--- config.mk ---
export PLATFORM = sky130hd
export DESIGN_NAME = mmc3_clone_bank_mapper_irq_core_flat
export DESIGN_NICKNAME = d
export VERILOG_FILES = /design/src/sv/mmc3c_pkg.sv /design/src/sv/mmc3c_in_if.sv /design/src/sv/mmc3c_out_if.sv /design/src/sv/mmc3_clone_bank_mapper_irq_core.sv /design/src/sv/mmc3c_ctrl.sv /design/src/sv/mmc3c_dp.sv /design/src/flat_wrapper.sv
export SDC_FILE = /design/constraint.sdc
export NUM_CORES = 1
export LEC_CHECK = 0
export ABC_AREA = 1
export BUFFER_PORTS_ARGS = -buffer_cell sky130_fd_sc_hd__buf_2
export CORE_MARGIN = 1
export CORE_UTILIZATION = 55
export CTS_BUF_LIST = sky130_fd_sc_hd__clkbuf_2 sky130_fd_sc_hd__clkbuf_4 sky130_fd_sc_hd__clkbuf_8
export CTS_CLUSTER_DIAMETER = 50
export DETAILED_ROUTE_END_ITERATION = 8
export PLACE_DENSITY_LB_ADDON = 0.3
export REMOVE_ABC_BUFFERS = 1
export SYNTH_ARGS = -nofsm -noshare
export SYNTH_HDL_FRONTEND = slang
export SYNTH_HIERARCHICAL = 1
export SYNTH_SLANG_ARGS = --single-unit
--- constraint.sdc ---
create_clock -name i_clk -period 8.94 [get_ports i_clk]
set_input_delay 1.788 -clock i_clk [delete_from_list [all_inputs] [get_ports i_clk]]
set_output_delay 1.788 -clock i_clk [all_outputs]
set_load 0.1 [all_outputs]
--- src/sv/mmc3c_pkg.sv ---
// Shared types and constants for the MMC3-style clone bank mapper.
// Depends on nothing; the core, controller, datapath, checker and testbench import it.
`timescale 1ns / 1ps

package mmc3c_pkg;

    // Field widths.
    localparam int unsigned ADDR_W      = 16;
    localparam int unsigned BYTE_W      = 8;
    localparam int unsigned PRG_TOTAL_W = 8;
    localparam int unsigned CHR_TOTAL_W = 9;
    localparam int unsigned CFG_IDX_W   = 2;
    localparam int unsigned CFG_DATA_W  = 9;
    localparam int unsigned NT_MODE_W   = 3;
    localparam int unsigned MIRROR_W    = 2;

    // Pages below this number are pattern RAM.
    localparam int unsigned RAM_PAGES = 8;

    // The remainder lanes retire two dividend bits per step.
    localparam int unsigned BITS_PER_STEP = 2;
    localparam int unsigned ITER_STEPS    = BYTE_W / BITS_PER_STEP;
    localparam int unsigned STEP_CNT_W    = $clog2(ITER_STEPS);

    // Configuration register indexes.
    localparam logic [CFG_IDX_W-1:0] CFG_PRG_TOTAL   = 2'd0;
    localparam logic [CFG_IDX_W-1:0] CFG_CHR_TOTAL   = 2'd1;
    localparam logic [CFG_IDX_W-1:0] CFG_FOUR_SCREEN = 2'd2;

    // CPU write decoding.
    localparam logic [ADDR_W-1:0] ADDR_MASK        = 16'hE001;
    localparam logic [ADDR_W-1:0] ADDR_BANK_SELECT = 16'h8000;
    localparam logic [ADDR_W-1:0] ADDR_BANK_DATA   = 16'h8001;
    localparam logic [ADDR_W-1:0] ADDR_MIRROR      = 16'hA000;
    localparam logic [ADDR_W-1:0] ADDR_IRQ_LATCH   = 16'hC000;
    localparam logic [ADDR_W-1:0] ADDR_IRQ_RELOAD  = 16'hC001;
    localparam logic [ADDR_W-1:0] ADDR_IRQ_DISABLE = 16'hE000;
    localparam logic [ADDR_W-1:0] ADDR_IRQ_ENABLE  = 16'hE001;

    // Bank selector low-nibble targets.
    localparam logic [3:0] SEL_BANK_FIRST = 4'h0;
    localparam logic [3:0] SEL_BANK_LAST  = 4'h7;
    localparam logic [3:0] SEL_EXTRA0     = 4'hA;
    localparam logic [3:0] SEL_EXTRA1     = 4'hB;

    localparam logic [NT_MODE_W-1:0] NT_FOUR_SCREEN = 3'd4;

    typedef enum logic [1:0] {
        S_IDLE,
        S_LOAD,
        S_ITER,
        S_DONE
    } t_state;

    // Commands from the controller to the datapath.
    typedef struct packed {
        logic update;   // apply the accepted request to the mapper state
        logic load;     // load the remainder lanes from the mapper state
        logic step;     // advance every remainder lane by one step
        logic capture;  // write the result register
    } t_dp_cmd;

endpackage

--- src/sv/mmc3c_in_if.sv ---
// Request channel: one CPU register write or one scanline tick.
// Stand-alone interface; no dependencies.
`timescale 1ns / 1ps

interface mmc3c_in_if;
    logic        valid;
    logic        ready;
    logic        kind;
    logic [15:0] cpu_address;
    logic [7:0]  write_data;
    logic        rendering_on;

    modport source (output valid, output kind, output cpu_address, output write_data,
                    output rendering_on, input ready);
    modport sink (input valid, input kind, input cpu_address, input write_data,
                  input rendering_on, output ready);
endinterface

--- src/sv/mmc3c_out_if.sv ---
// Result channel: the complete bank mapping after each request.
// Stand-alone interface; no dependencies.
`timescale 1ns / 1ps

interface mmc3c_out_if;
    logic        valid;
    logic        ready;
    logic [31:0] prg_banks;
    logic [31:0] chr_banks_low;
    logic [31:0] chr_banks_high;
    logic [7:0]  chr_ram_slots;
    logic [2:0]  nametable_mode;
    logic        irq_request;
    logic        irq_acknowledge;

    modport source (output valid, output prg_banks, output chr_banks_low,
                    output chr_banks_high, output chr_ram_slots, output nametable_mode,
                    output irq_request, output irq_acknowledge, input ready);
    modport sink (input valid, input prg_banks, input chr_banks_low,
                  input chr_banks_high, input chr_ram_slots, input nametable_mode,
                  input irq_request, input irq_acknowledge, output ready);
endinterface

--- src/sv/mmc3_clone_bank_mapper_irq_core.sv ---
// Top level of the MMC3-style clone bank mapper with scanline interrupt.
// Depends on mmc3c_pkg, mmc3c_in_if, mmc3c_out_if, mmc3c_ctrl and mmc3c_dp.
//
//  Channel   Direction  Handshake              Carries
//  i_item    in         valid / ready          kind, cpu_address, write_data, rendering_on
//  o_result  out        valid / ready          bank mapping, nametable mode, irq pulses
//  i_cfg_*   in         write enable only      prg/chr bank totals, four-screen flag
//
// A request passes through the core in order: the accepting cycle updates the
// mapper state, a load step fills the ten remainder lanes, the lanes then step
// two bits at a time (bank number modulo bank count), and a final step writes
// the result register, which then offers the result.
// A new request is taken only after the previous result is written; a result
// held by a stalled sink delays that write.
// Reset is synchronous and active low and sets the documented power-on mapping.
`timescale 1ns / 1ps

module mmc3_clone_bank_mapper_irq_core (
    input  logic                             i_clk,
    input  logic                             i_rst_n,
    input  logic                             i_cfg_we,
    input  logic [mmc3c_pkg::CFG_IDX_W-1:0]  i_cfg_idx,
    input  logic [mmc3c_pkg::CFG_DATA_W-1:0] i_cfg_data,
    mmc3c_in_if.sink                         i_item,
    mmc3c_out_if.source                      o_result
);
    import mmc3c_pkg::*;

    t_dp_cmd w_cmd;

    mmc3c_ctrl u_ctrl (
        .i_clk       (i_clk),
        .i_rst_n     (i_rst_n),
        .i_in_valid  (i_item.valid),
        .o_in_ready  (i_item.ready),
        .i_out_ready (o_result.ready),
        .o_out_valid (o_result.valid),
        .o_cmd       (w_cmd)
    );

    mmc3c_dp u_dp (
        .i_clk             (i_clk),
        .i_rst_n           (i_rst_n),
        .i_cmd             (w_cmd),
        .i_cfg_we          (i_cfg_we),
        .i_cfg_idx         (i_cfg_idx),
        .i_cfg_data        (i_cfg_data),
        .i_kind            (i_item.kind),
        .i_cpu_address     (i_item.cpu_address),
        .i_write_data      (i_item.write_data),
        .i_rendering_on    (i_item.rendering_on),
        .o_prg_banks       (o_result.prg_banks),
        .o_chr_banks_low   (o_result.chr_banks_low),
        .o_chr_banks_high  (o_result.chr_banks_high),
        .o_chr_ram_slots   (o_result.chr_ram_slots),
        .o_nametable_mode  (o_result.nametable_mode),
        .o_irq_request     (o_result.irq_request),
        .o_irq_acknowledge (o_result.irq_acknowledge)
    );

endmodule

--- src/sv/mmc3c_ctrl.sv ---
// Sequencing controller: accept, load, iterate remainder lanes, deliver result.
// Depends on mmc3c_pkg.
`timescale 1ns / 1ps

module mmc3c_ctrl (
    input  logic               i_clk,
    input  logic               i_rst_n,
    input  logic               i_in_valid,
    output logic               o_in_ready,
    input  logic               i_out_ready,
    output logic               o_out_valid,
    output mmc3c_pkg::t_dp_cmd o_cmd
);
    import mmc3c_pkg::*;

    t_state                r_state;
    t_state                n_state;
    logic [STEP_CNT_W-1:0] r_step_cnt;
    logic [STEP_CNT_W-1:0] n_step_cnt;
    logic                  r_out_valid;
    logic                  n_out_valid;
    logic                  w_last_step;
    logic                  w_out_free;

    assign w_last_step = (r_step_cnt == STEP_CNT_W'(ITER_STEPS - 1));
    assign w_out_free  = !r_out_valid || i_out_ready;

    always_comb begin
        n_state = r_state;
        unique case (r_state)
            S_IDLE: begin
                if (i_in_valid) begin
                    n_state = S_LOAD;
                end
            end
            S_LOAD: begin
                n_state = S_ITER;
            end
            S_ITER: begin
                if (w_last_step) begin
                    n_state = S_DONE;
                end
            end
            S_DONE: begin
                if (w_out_free) begin
                    n_state = S_IDLE;
                end
            end
            default: begin
                n_state = S_IDLE;
            end
        endcase
    end

    always_comb begin
        o_in_ready    = 1'b0;
        o_cmd         = '0;
        unique case (r_state)
            S_IDLE: begin
                o_in_ready   = 1'b1;
                o_cmd.update = i_in_valid;
            end
            S_LOAD: begin
                o_cmd.load = 1'b1;
            end
            S_ITER: begin
                o_cmd.step = 1'b1;
            end
            S_DONE: begin
                o_cmd.capture = w_out_free;
            end
            default: begin
                o_in_ready = 1'b0;
            end
        endcase
    end

    always_comb begin
        n_step_cnt = '0;
        if (r_state == S_ITER) begin
            n_step_cnt = r_step_cnt + STEP_CNT_W'(1);
        end
    end

    always_comb begin
        n_out_valid = r_out_valid;
        if (o_cmd.capture) begin
            n_out_valid = 1'b1;
        end else if (i_out_ready) begin
            n_out_valid = 1'b0;
        end
    end

    always_ff @(posedge i_clk) begin
        if (!i_rst_n) begin
            r_state     <= S_IDLE;
            r_step_cnt  <= '0;
            r_out_valid <= 1'b0;
        end else begin
            r_state     <= n_state;
            r_step_cnt  <= n_step_cnt;
            r_out_valid <= n_out_valid;
        end
    end

    assign o_out_valid = r_out_valid;

endmodule

--- src/sv/mmc3c_dp.sv ---
// Datapath: mapper registers, scanline counter, remainder lanes, result register.
// Depends on mmc3c_pkg; driven by commands from mmc3c_ctrl.
`timescale 1ns / 1ps

module mmc3c_dp (
    input  logic                                i_clk,
    input  logic                                i_rst_n,
    input  mmc3c_pkg::t_dp_cmd                  i_cmd,
    input  logic                                i_cfg_we,
    input  logic [mmc3c_pkg::CFG_IDX_W-1:0]     i_cfg_idx,
    input  logic [mmc3c_pkg::CFG_DATA_W-1:0]    i_cfg_data,
    input  logic                                i_kind,
    input  logic [mmc3c_pkg::ADDR_W-1:0]        i_cpu_address,
    input  logic [mmc3c_pkg::BYTE_W-1:0]        i_write_data,
    input  logic                                i_rendering_on,
    output logic [31:0]                         o_prg_banks,
    output logic [31:0]                         o_chr_banks_low,
    output logic [31:0]                         o_chr_banks_high,
    output logic [7:0]                          o_chr_ram_slots,
    output logic [mmc3c_pkg::NT_MODE_W-1:0]     o_nametable_mode,
    output logic                                o_irq_request,
    output logic                                o_irq_acknowledge
);
    import mmc3c_pkg::*;

    // One restoring-remainder step per retired dividend bit; the remainder stays below
    // the divisor and never exceeds the 8-bit dividend, so it fits in a byte.
    function automatic logic [BYTE_W-1:0] f_rem_step(
        input logic [BYTE_W-1:0]        rem,
        input logic [BITS_PER_STEP-1:0] bits,
        input logic [CHR_TOTAL_W-1:0]   div
    );
        logic [CHR_TOTAL_W-1:0] t;
        t = CHR_TOTAL_W'(rem);
        for (int b = BITS_PER_STEP - 1; b >= 0; b--) begin
            t = {t[BYTE_W-1:0], bits[b]};
            if (t >= div) begin
                t = t - div;
            end
        end
        return t[BYTE_W-1:0];
    endfunction

    // Configuration.
    logic [PRG_TOTAL_W-1:0] r_prg_total;
    logic [CHR_TOTAL_W-1:0] r_chr_total;
    logic                   r_four_screen;

    // Mapper state.
    logic [BYTE_W-1:0]   r_bank_sel;
    logic [BYTE_W-1:0]   r_bank_reg [8];
    logic [BYTE_W-1:0]   r_extra [2];
    logic [MIRROR_W-1:0] r_mirror;
    logic [BYTE_W-1:0]   r_irq_reload;
    logic [BYTE_W-1:0]   r_irq_count;
    logic                r_irq_pending;
    logic                r_irq_enable;
    logic                r_req;
    logic                r_ack;

    // Remainder lanes: two program lanes and eight pattern lanes.
    logic [BYTE_W-1:0] r_prg_num [2];
    logic [BYTE_W-1:0] r_prg_rem [2];
    logic [BYTE_W-1:0] r_chr_src [8];
    logic [BYTE_W-1:0] r_chr_num [8];
    logic [BYTE_W-1:0] r_chr_rem [8];

    logic [ADDR_W-1:0]      w_addr_dec;
    logic [3:0]             w_sel;
    logic [BYTE_W-1:0]      w_count_next;
    logic [CHR_TOTAL_W-1:0] w_prg_div;
    logic [BYTE_W-1:0]      w_src [8];
    logic [BYTE_W-1:0]      w_last;
    logic [BYTE_W-1:0]      w_slast;
    logic [BYTE_W-1:0]      w_chr_page [8];
    logic [7:0]             w_chr_ram;

    assign w_addr_dec = i_cpu_address & ADDR_MASK;
    assign w_sel      = r_bank_sel[3:0];

    always_comb begin
        if ((r_irq_count == '0) || r_irq_pending) begin
            w_count_next = r_irq_reload;
        end else begin
            w_count_next = r_irq_count - BYTE_W'(1);
        end
    end

    always_ff @(posedge i_clk) begin
        if (!i_rst_n) begin
            r_prg_total   <= PRG_TOTAL_W'(2);
            r_chr_total   <= '0;
            r_four_screen <= 1'b0;
        end else if (i_cfg_we) begin
            unique case (i_cfg_idx)
                CFG_PRG_TOTAL:   r_prg_total   <= i_cfg_data[PRG_TOTAL_W-1:0];
                CFG_CHR_TOTAL:   r_chr_total   <= i_cfg_data[CHR_TOTAL_W-1:0];
                CFG_FOUR_SCREEN: r_four_screen <= i_cfg_data[0];
                default: begin
                end
            endcase
        end
    end

    always_ff @(posedge i_clk) begin
        if (!i_rst_n) begin
            r_bank_sel    <= '0;
            for (int k = 0; k < 8; k++) begin
                r_bank_reg[k] <= (k == 7) ? BYTE_W'(1) : '0;
            end
            r_extra[0]    <= '0;
            r_extra[1]    <= '0;
            r_mirror      <= '0;
            r_irq_reload  <= '0;
            r_irq_count   <= '0;
            r_irq_pending <= 1'b0;
            r_irq_enable  <= 1'b0;
            r_req         <= 1'b0;
            r_ack         <= 1'b0;
        end else if (i_cmd.update) begin
            r_req <= 1'b0;
            r_ack <= 1'b0;
            if (!i_kind) begin
                unique case (w_addr_dec)
                    ADDR_BANK_SELECT: r_bank_sel <= i_write_data;
                    ADDR_BANK_DATA: begin
                        unique case (w_sel) inside
                            [SEL_BANK_FIRST:SEL_BANK_LAST]: r_bank_reg[w_sel[2:0]] <= i_write_data;
                            SEL_EXTRA0: r_extra[0] <= i_write_data;
                            SEL_EXTRA1: r_extra[1] <= i_write_data;
                            default: begin
                            end
                        endcase
                    end
                    ADDR_MIRROR:     r_mirror     <= i_write_data[MIRROR_W-1:0];
                    ADDR_IRQ_LATCH:  r_irq_reload <= i_write_data;
                    ADDR_IRQ_RELOAD: r_irq_pending <= 1'b1;
                    ADDR_IRQ_DISABLE: begin
                        r_irq_enable <= 1'b0;
                        r_ack        <= 1'b1;
                    end
                    ADDR_IRQ_ENABLE: r_irq_enable <= 1'b1;
                    default: begin
                    end
                endcase
            end else if (i_rendering_on) begin
                r_irq_count   <= w_count_next;
                r_req         <= (w_count_next == '0) && r_irq_enable;
                r_irq_pending <= 1'b0;
            end
        end
    end

    // A program count of zero behaves as 256, which leaves bank numbers as they are.
    assign w_prg_div = (r_prg_total == '0) ? CHR_TOTAL_W'(256) : CHR_TOTAL_W'(r_prg_total);

    always_comb begin
        if (!r_bank_sel[7]) begin
            w_src[0] = r_bank_reg[0]; w_src[1] = r_extra[0];
            w_src[2] = r_bank_reg[1]; w_src[3] = r_extra[1];
            w_src[4] = r_bank_reg[2]; w_src[5] = r_bank_reg[3];
            w_src[6] = r_bank_reg[4]; w_src[7] = r_bank_reg[5];
        end else begin
            w_src[0] = r_bank_reg[2]; w_src[1] = r_bank_reg[3];
            w_src[2] = r_bank_reg[4]; w_src[3] = r_bank_reg[5];
            w_src[4] = r_bank_reg[0]; w_src[5] = r_extra[0];
            w_src[6] = r_bank_reg[1]; w_src[7] = r_extra[1];
        end
    end

    always_ff @(posedge i_clk) begin
        if (i_cmd.load) begin
            r_prg_num[0] <= r_bank_reg[6];
            r_prg_num[1] <= r_bank_reg[7];
            r_prg_rem[0] <= '0;
            r_prg_rem[1] <= '0;
            for (int s = 0; s < 8; s++) begin
                r_chr_src[s] <= w_src[s];
                r_chr_num[s] <= w_src[s];
                r_chr_rem[s] <= '0;
            end
        end else if (i_cmd.step) begin
            for (int p = 0; p < 2; p++) begin
                r_prg_rem[p] <= f_rem_step(r_prg_rem[p],
                                           r_prg_num[p][BYTE_W-1 -: BITS_PER_STEP], w_prg_div);
                r_prg_num[p] <= {r_prg_num[p][BYTE_W-BITS_PER_STEP-1:0],
                                 BITS_PER_STEP'(0)};
            end
            for (int s = 0; s < 8; s++) begin
                r_chr_rem[s] <= f_rem_step(r_chr_rem[s],
                                           r_chr_num[s][BYTE_W-1 -: BITS_PER_STEP], r_chr_total);
                r_chr_num[s] <= {r_chr_num[s][BYTE_W-BITS_PER_STEP-1:0],
                                 BITS_PER_STEP'(0)};
            end
        end
    end

    assign w_last  = r_prg_total - PRG_TOTAL_W'(1);
    assign w_slast = r_prg_total - PRG_TOTAL_W'(2);

    for (genvar g = 0; g < 8; g++) begin : g_slot
        localparam logic [BYTE_W-1:0] SLOT_RAM_PAGE = BYTE_W'(g % RAM_PAGES);
        always_comb begin
            if (r_chr_total == '0) begin
                w_chr_ram[g]  = 1'b1;
                w_chr_page[g] = SLOT_RAM_PAGE;
            end else if (r_chr_src[g] < BYTE_W'(RAM_PAGES)) begin
                w_chr_ram[g]  = 1'b1;
                w_chr_page[g] = r_chr_src[g];
            end else begin
                w_chr_ram[g]  = 1'b0;
                w_chr_page[g] = r_chr_rem[g];
            end
        end
    end

    always_ff @(posedge i_clk) begin
        if (i_cmd.capture) begin
            if (!r_bank_sel[6]) begin
                o_prg_banks <= {w_last, w_slast, r_prg_rem[1], r_prg_rem[0]};
            end else begin
                o_prg_banks <= {w_last, r_prg_rem[0], r_prg_rem[1], w_slast};
            end
            o_chr_banks_low   <= {w_chr_page[3], w_chr_page[2], w_chr_page[1], w_chr_page[0]};
            o_chr_banks_high  <= {w_chr_page[7], w_chr_page[6], w_chr_page[5], w_chr_page[4]};
            o_chr_ram_slots   <= w_chr_ram;
            o_nametable_mode  <= r_four_screen ? NT_FOUR_SCREEN : NT_MODE_W'(r_mirror);
            o_irq_request     <= r_req;
            o_irq_acknowledge <= r_ack;
        end
    end

endmodule

--- src/flat_wrapper.sv ---
// flat-port wrapper written by rule: the top's interface ports become plain ports
module mmc3_clone_bank_mapper_irq_core_flat import mmc3c_pkg::*;
  (i_clk, i_rst_n, i_cfg_we, i_cfg_idx, i_cfg_data, i_item_valid, i_item_kind, i_item_cpu_address, i_item_write_data, i_item_rendering_on, i_item_ready, o_result_valid, o_result_prg_banks, o_result_chr_banks_low, o_result_chr_banks_high, o_result_chr_ram_slots, o_result_nametable_mode, o_result_irq_request, o_result_irq_acknowledge, o_result_ready);
  mmc3c_in_if i_item_i ();
  mmc3c_out_if o_result_i ();
  input  logic i_clk;
  input  logic i_rst_n;
  input  logic i_cfg_we;
  input  logic [mmc3c_pkg::CFG_IDX_W-1:0] i_cfg_idx;
  input  logic [mmc3c_pkg::CFG_DATA_W-1:0] i_cfg_data;
  input wire logic [$bits(i_item_i.valid)-1:0] i_item_valid;
  input wire logic [$bits(i_item_i.kind)-1:0] i_item_kind;
  input wire logic [$bits(i_item_i.cpu_address)-1:0] i_item_cpu_address;
  input wire logic [$bits(i_item_i.write_data)-1:0] i_item_write_data;
  input wire logic [$bits(i_item_i.rendering_on)-1:0] i_item_rendering_on;
  output wire logic [$bits(i_item_i.ready)-1:0] i_item_ready;
  output wire logic [$bits(o_result_i.valid)-1:0] o_result_valid;
  output wire logic [$bits(o_result_i.prg_banks)-1:0] o_result_prg_banks;
  output wire logic [$bits(o_result_i.chr_banks_low)-1:0] o_result_chr_banks_low;
  output wire logic [$bits(o_result_i.chr_banks_high)-1:0] o_result_chr_banks_high;
  output wire logic [$bits(o_result_i.chr_ram_slots)-1:0] o_result_chr_ram_slots;
  output wire logic [$bits(o_result_i.nametable_mode)-1:0] o_result_nametable_mode;
  output wire logic [$bits(o_result_i.irq_request)-1:0] o_result_irq_request;
  output wire logic [$bits(o_result_i.irq_acknowledge)-1:0] o_result_irq_acknowledge;
  input wire logic [$bits(o_result_i.ready)-1:0] o_result_ready;
  assign i_item_i.valid = i_item_valid;
  assign i_item_i.kind = i_item_kind;
  assign i_item_i.cpu_address = i_item_cpu_address;
  assign i_item_i.write_data = i_item_write_data;
  assign i_item_i.rendering_on = i_item_rendering_on;
  assign i_item_ready = i_item_i.ready;
  assign o_result_valid = o_result_i.valid;
  assign o_result_prg_banks = o_result_i.prg_banks;
  assign o_result_chr_banks_low = o_result_i.chr_banks_low;
  assign o_result_chr_banks_high = o_result_i.chr_banks_high;
  assign o_result_chr_ram_slots = o_result_i.chr_ram_slots;
  assign o_result_nametable_mode = o_result_i.nametable_mode;
  assign o_result_irq_request = o_result_i.irq_request;
  assign o_result_irq_acknowledge = o_result_i.irq_acknowledge;
  assign o_result_i.ready = o_result_ready;
  mmc3_clone_bank_mapper_irq_core u_core (.i_clk(i_clk), .i_rst_n(i_rst_n), .i_cfg_we(i_cfg_we), .i_cfg_idx(i_cfg_idx), .i_cfg_data(i_cfg_data), .i_item(i_item_i), .o_result(o_result_i));
endmodule
==> summary.txt <==
Status: completed
CTS Hold Buffers Added: 0
R2R depth: 24
Post-Syn Instances: 3210
I/O pin count: 153
Initial Utilization: 0.5602
Multi-input logic area: 12670 um2
Synth top area cells: edfxtp_1 (44%), nand2_1 (13%), ha_1 (8.7%), inv_1 (4.8%), dfxtp_1 (4.4%)
Worst path max stage delay: 510 ps
GPL Wtd Cong: 0.9088
Family with the most delay on the worst path: simple AND/OR/NAND/NOR gates
Fin Setup TNS: 0 ps
Area Growth Syn to Fin: 11.60%
Drt via density: 5.456
Ys async rst share: 0
Cell taking the most area after synthesis: edfxtp_1
Die Span Y: 226.0 um
First-pass GRT wire length: 108200 um
Synth cell types: 45
GRT overflow: 0
Die Wd: 226.0 um
CP max FO: 10
Htree depth: 3
Synth top cells by count: nand2_1 (935), edfxtp_1 (403), inv_1 (354)
# fillers: 4184
Register area: 13320 um2
CTS max path bufs: 3
Synth Cell Area: 27590 um2
Yosys Warn Count: 6
CTS sink count: 464
Fin. Hold Viols: 0
Max cap viols: 0
Min-delay src: u_core/u_ctrl/r_step_cnt[0]
Cell breakdown of the critical path: inv_1, ha_1, nand4_1, inv_1, nor2_1, inv_1, ha_1, nand2_1, nor2_1, nand3_1, nand2_1, nor2_1, nand2_2, or2_1, nand2_1, inv_1, ha_1, a21oi_1, a21boi_0, nand4_2, inv_1, nand3_1, nand2_1, nor2_1
Startpoint Class: flop
Sequential fraction of the synthesis area: 0.4829
Clock Latency Late Sink: 660 ps
Hold Path Sink: u_core/u_ctrl/r_step_cnt[0]
Vias: 22480
Hold Path Class: flop to flop
Buffer and inverter count on the worst path: 5
DP Wirelength: 46780 um
CTS buffer count: 81
Die area: 51060 um2
Port Buffer Count: 140
R2R setup slack: 3470 ps
Final layout net count: 3643
Min cycle time layout: 5473 ps
Drt first pass iters: 6
WL final: 67750 um
Worst Skew: 29.90 ps
Predominant post-synthesis flop cell: edfxtp_1
Worst R2R End: u_core/u_dp/r_prg_rem[0][5]
# rows: 81
RSZ-0062 raised after global routing: false
Hold Path Stages: 1
Vias in the first global route: 21690
Ratio of final minimum period to clock period: 0.6122
Share of the synthesized area in the top cell type: 0.4386
Slew margin rel.: 0.1985
CTS tree: yes
Share of cells above drive strength 1: 0.09783
Top cell by count, worst path: inv_1
Pin count of the biggest net entering global routing: 88
Post-DRT Antenna Nets: 0
Post-cts sizing count: 0
Final setup viols: 0
Total track usage: 0.2686
Clock Tree Root: clkbuf_8
CP required: 9300 ps
Max Clk Rate: 0.1827 GHz
CP arrival: 5840 ps
Post-synth EDFFs: 403
Postcts setup bufs: 0
Worst slew pin tran: 1190 ps
Drt drc: 0
Final Max Tran Viols: 0
Most common cell in the netlist: nand2_1
Avg Cell Area, Syn: 8.595 um2
DR WL/cell: 16.44 um
CP Class: flop to flop
Initial antenna violation count: 0
Initial DRC count: 1906
Flops & latches, synth: 464
Core area: 49250 um2
Worst r2r src: u_core/u_dp/r_prg_total[0]
Critical path capture point type: flop
CTS clk-pin slew, worst paths: 70 ps
CP max stage cell: dfxtp_1
[per-layer routing]
| layer | vias up | GRT usage | part of all wire |
|---|---|---|---|
| met1 | 10440 | 0.3430 | 0.42 |
| met2 | 778 | 0.4440 | 0.47 |
| met3 | 164 | 0.04111 | 0.065 |
| li1 | 11100 | - | - |
| met4 | 0 | 0.1350 | 0.045 |
| met5 | - | 0 | 0 |
[metrics by stage]
step	instance area (um2)	hold slack, ps	worst slack, ps	cells	utilization
finish	30790	424.7	3467	4120	0.6251
global route	30790	446.7	2974	4119	0.6251
CTS	30790	422.7	3468	4119	0.6251
detailed placement	29060	414.5	3497	3971	0.5901
global placement	29060	406.3	3530	3971	0.5901
floorplan	27330	397.6	811.9	3146	-
[layout by cell type, fill, tap and decap left out, types with 7 or more instances in the layout]
| cell | n |
|---|---|
| clkinv_1 | 31 |
| nor2_1 | 282 |
| nor3_1 | 17 |
| a21oi_1 | 196 |
| edfxtp_1 | 403 |
| clkbuf_8 | 86 |
| clkinv_2 | 10 |
| nand3b_1 | 9 |
| bufinv_16 | 7 |
| buf_4 | 21 |
| buf_2 | 140 |
| ha_1 | 190 |
| nand2_1 | 934 |
| a21boi_0 | 13 |
| and2_1 | 8 |
| o211ai_1 | 11 |
| xor2_1 | 65 |
| a22o_1 | 20 |
| nand3_1 | 224 |
| nand2_2 | 18 |
| nand4_1 | 24 |
| o21ai_0 | 164 |
| xnor2_1 | 46 |
| a21o_1 | 23 |
| inv_1 | 352 |
| clkbuf_4 | 20 |
| fa_1 | 20 |
| o21bai_1 | 11 |
| dfxtp_1 | 60 |
[logic make-up (layout without fill, tap and decap cells)]
group	after synthesis	count (layout)	synth area share
and+or+nand+nor	1540	1540	0.2301
DFF	464	464	0.4829
AOI/OAI and AO/OA	452	452	0.09097
buffers and inverters	432	677	0.05968
adders and majority gates	211	211	0.1011
xor gates and xnor gates	111	111	0.03524
other	0	1	0
[worst max-delay path by stage]
| stage | start | to | slack [ps] | depth (start not counted) |
|---|---|---|---|---|
| floorplan | u_core/u_ctrl/r_state[1] | u_core/u_dp/r_chr_num[0][10] | 810 | 4 |
| global placement | u_core/u_dp/r_prg_total[0] | u_core/u_dp/r_prg_rem[0][5] | 3530 | 24 |
| detailed placement | u_core/u_dp/r_prg_total[0] | u_core/u_dp/r_prg_rem[0][13] | 3500 | 24 |
| CTS | u_core/u_dp/r_prg_total[0] | u_core/u_dp/r_prg_rem[0][13] | 3470 | 24 |
| global route | u_core/u_dp/r_prg_total[0] | u_core/u_dp/r_prg_rem[0][11] | 2970 | 24 |
| finish | u_core/u_dp/r_prg_total[0] | u_core/u_dp/r_prg_rem[0][5] | 3470 | 24 |
[worst register-to-register path, cell delays in order (launching register included)]
cell and delay (ps):
dfxtp_1 510, inv_1 210, ha_1 240, nand4_1 280
inv_1 100, nor2_1 380, inv_1 330, ha_1 390
nand2_1 70, nor2_1 40, nand3_1 70, nand2_1 60
nor2_1 400, nand2_2 240, or2_1 260, nand2_1 70
inv_1 40, ha_1 280, a21oi_1 160, a21boi_0 250
nand4_2 270, inv_1 300, nand3_1 110, nand2_1 80
nor2_1 40
[final cells by class]
cell class	instances	area share
repair buffers	161	0.02788
inverters	368	0.04490
well taps	664	0.02698
flip-flops and latches	464	0.4327
multi-input cells	2314	0.4114
clock inverters	42	0.01268
clock buffers	106	0.04332
diodes	1	0.00008127
Power is not shown: default switching activity piles up to over one toggle a cycle in this logic, so the estimate is an artifact.
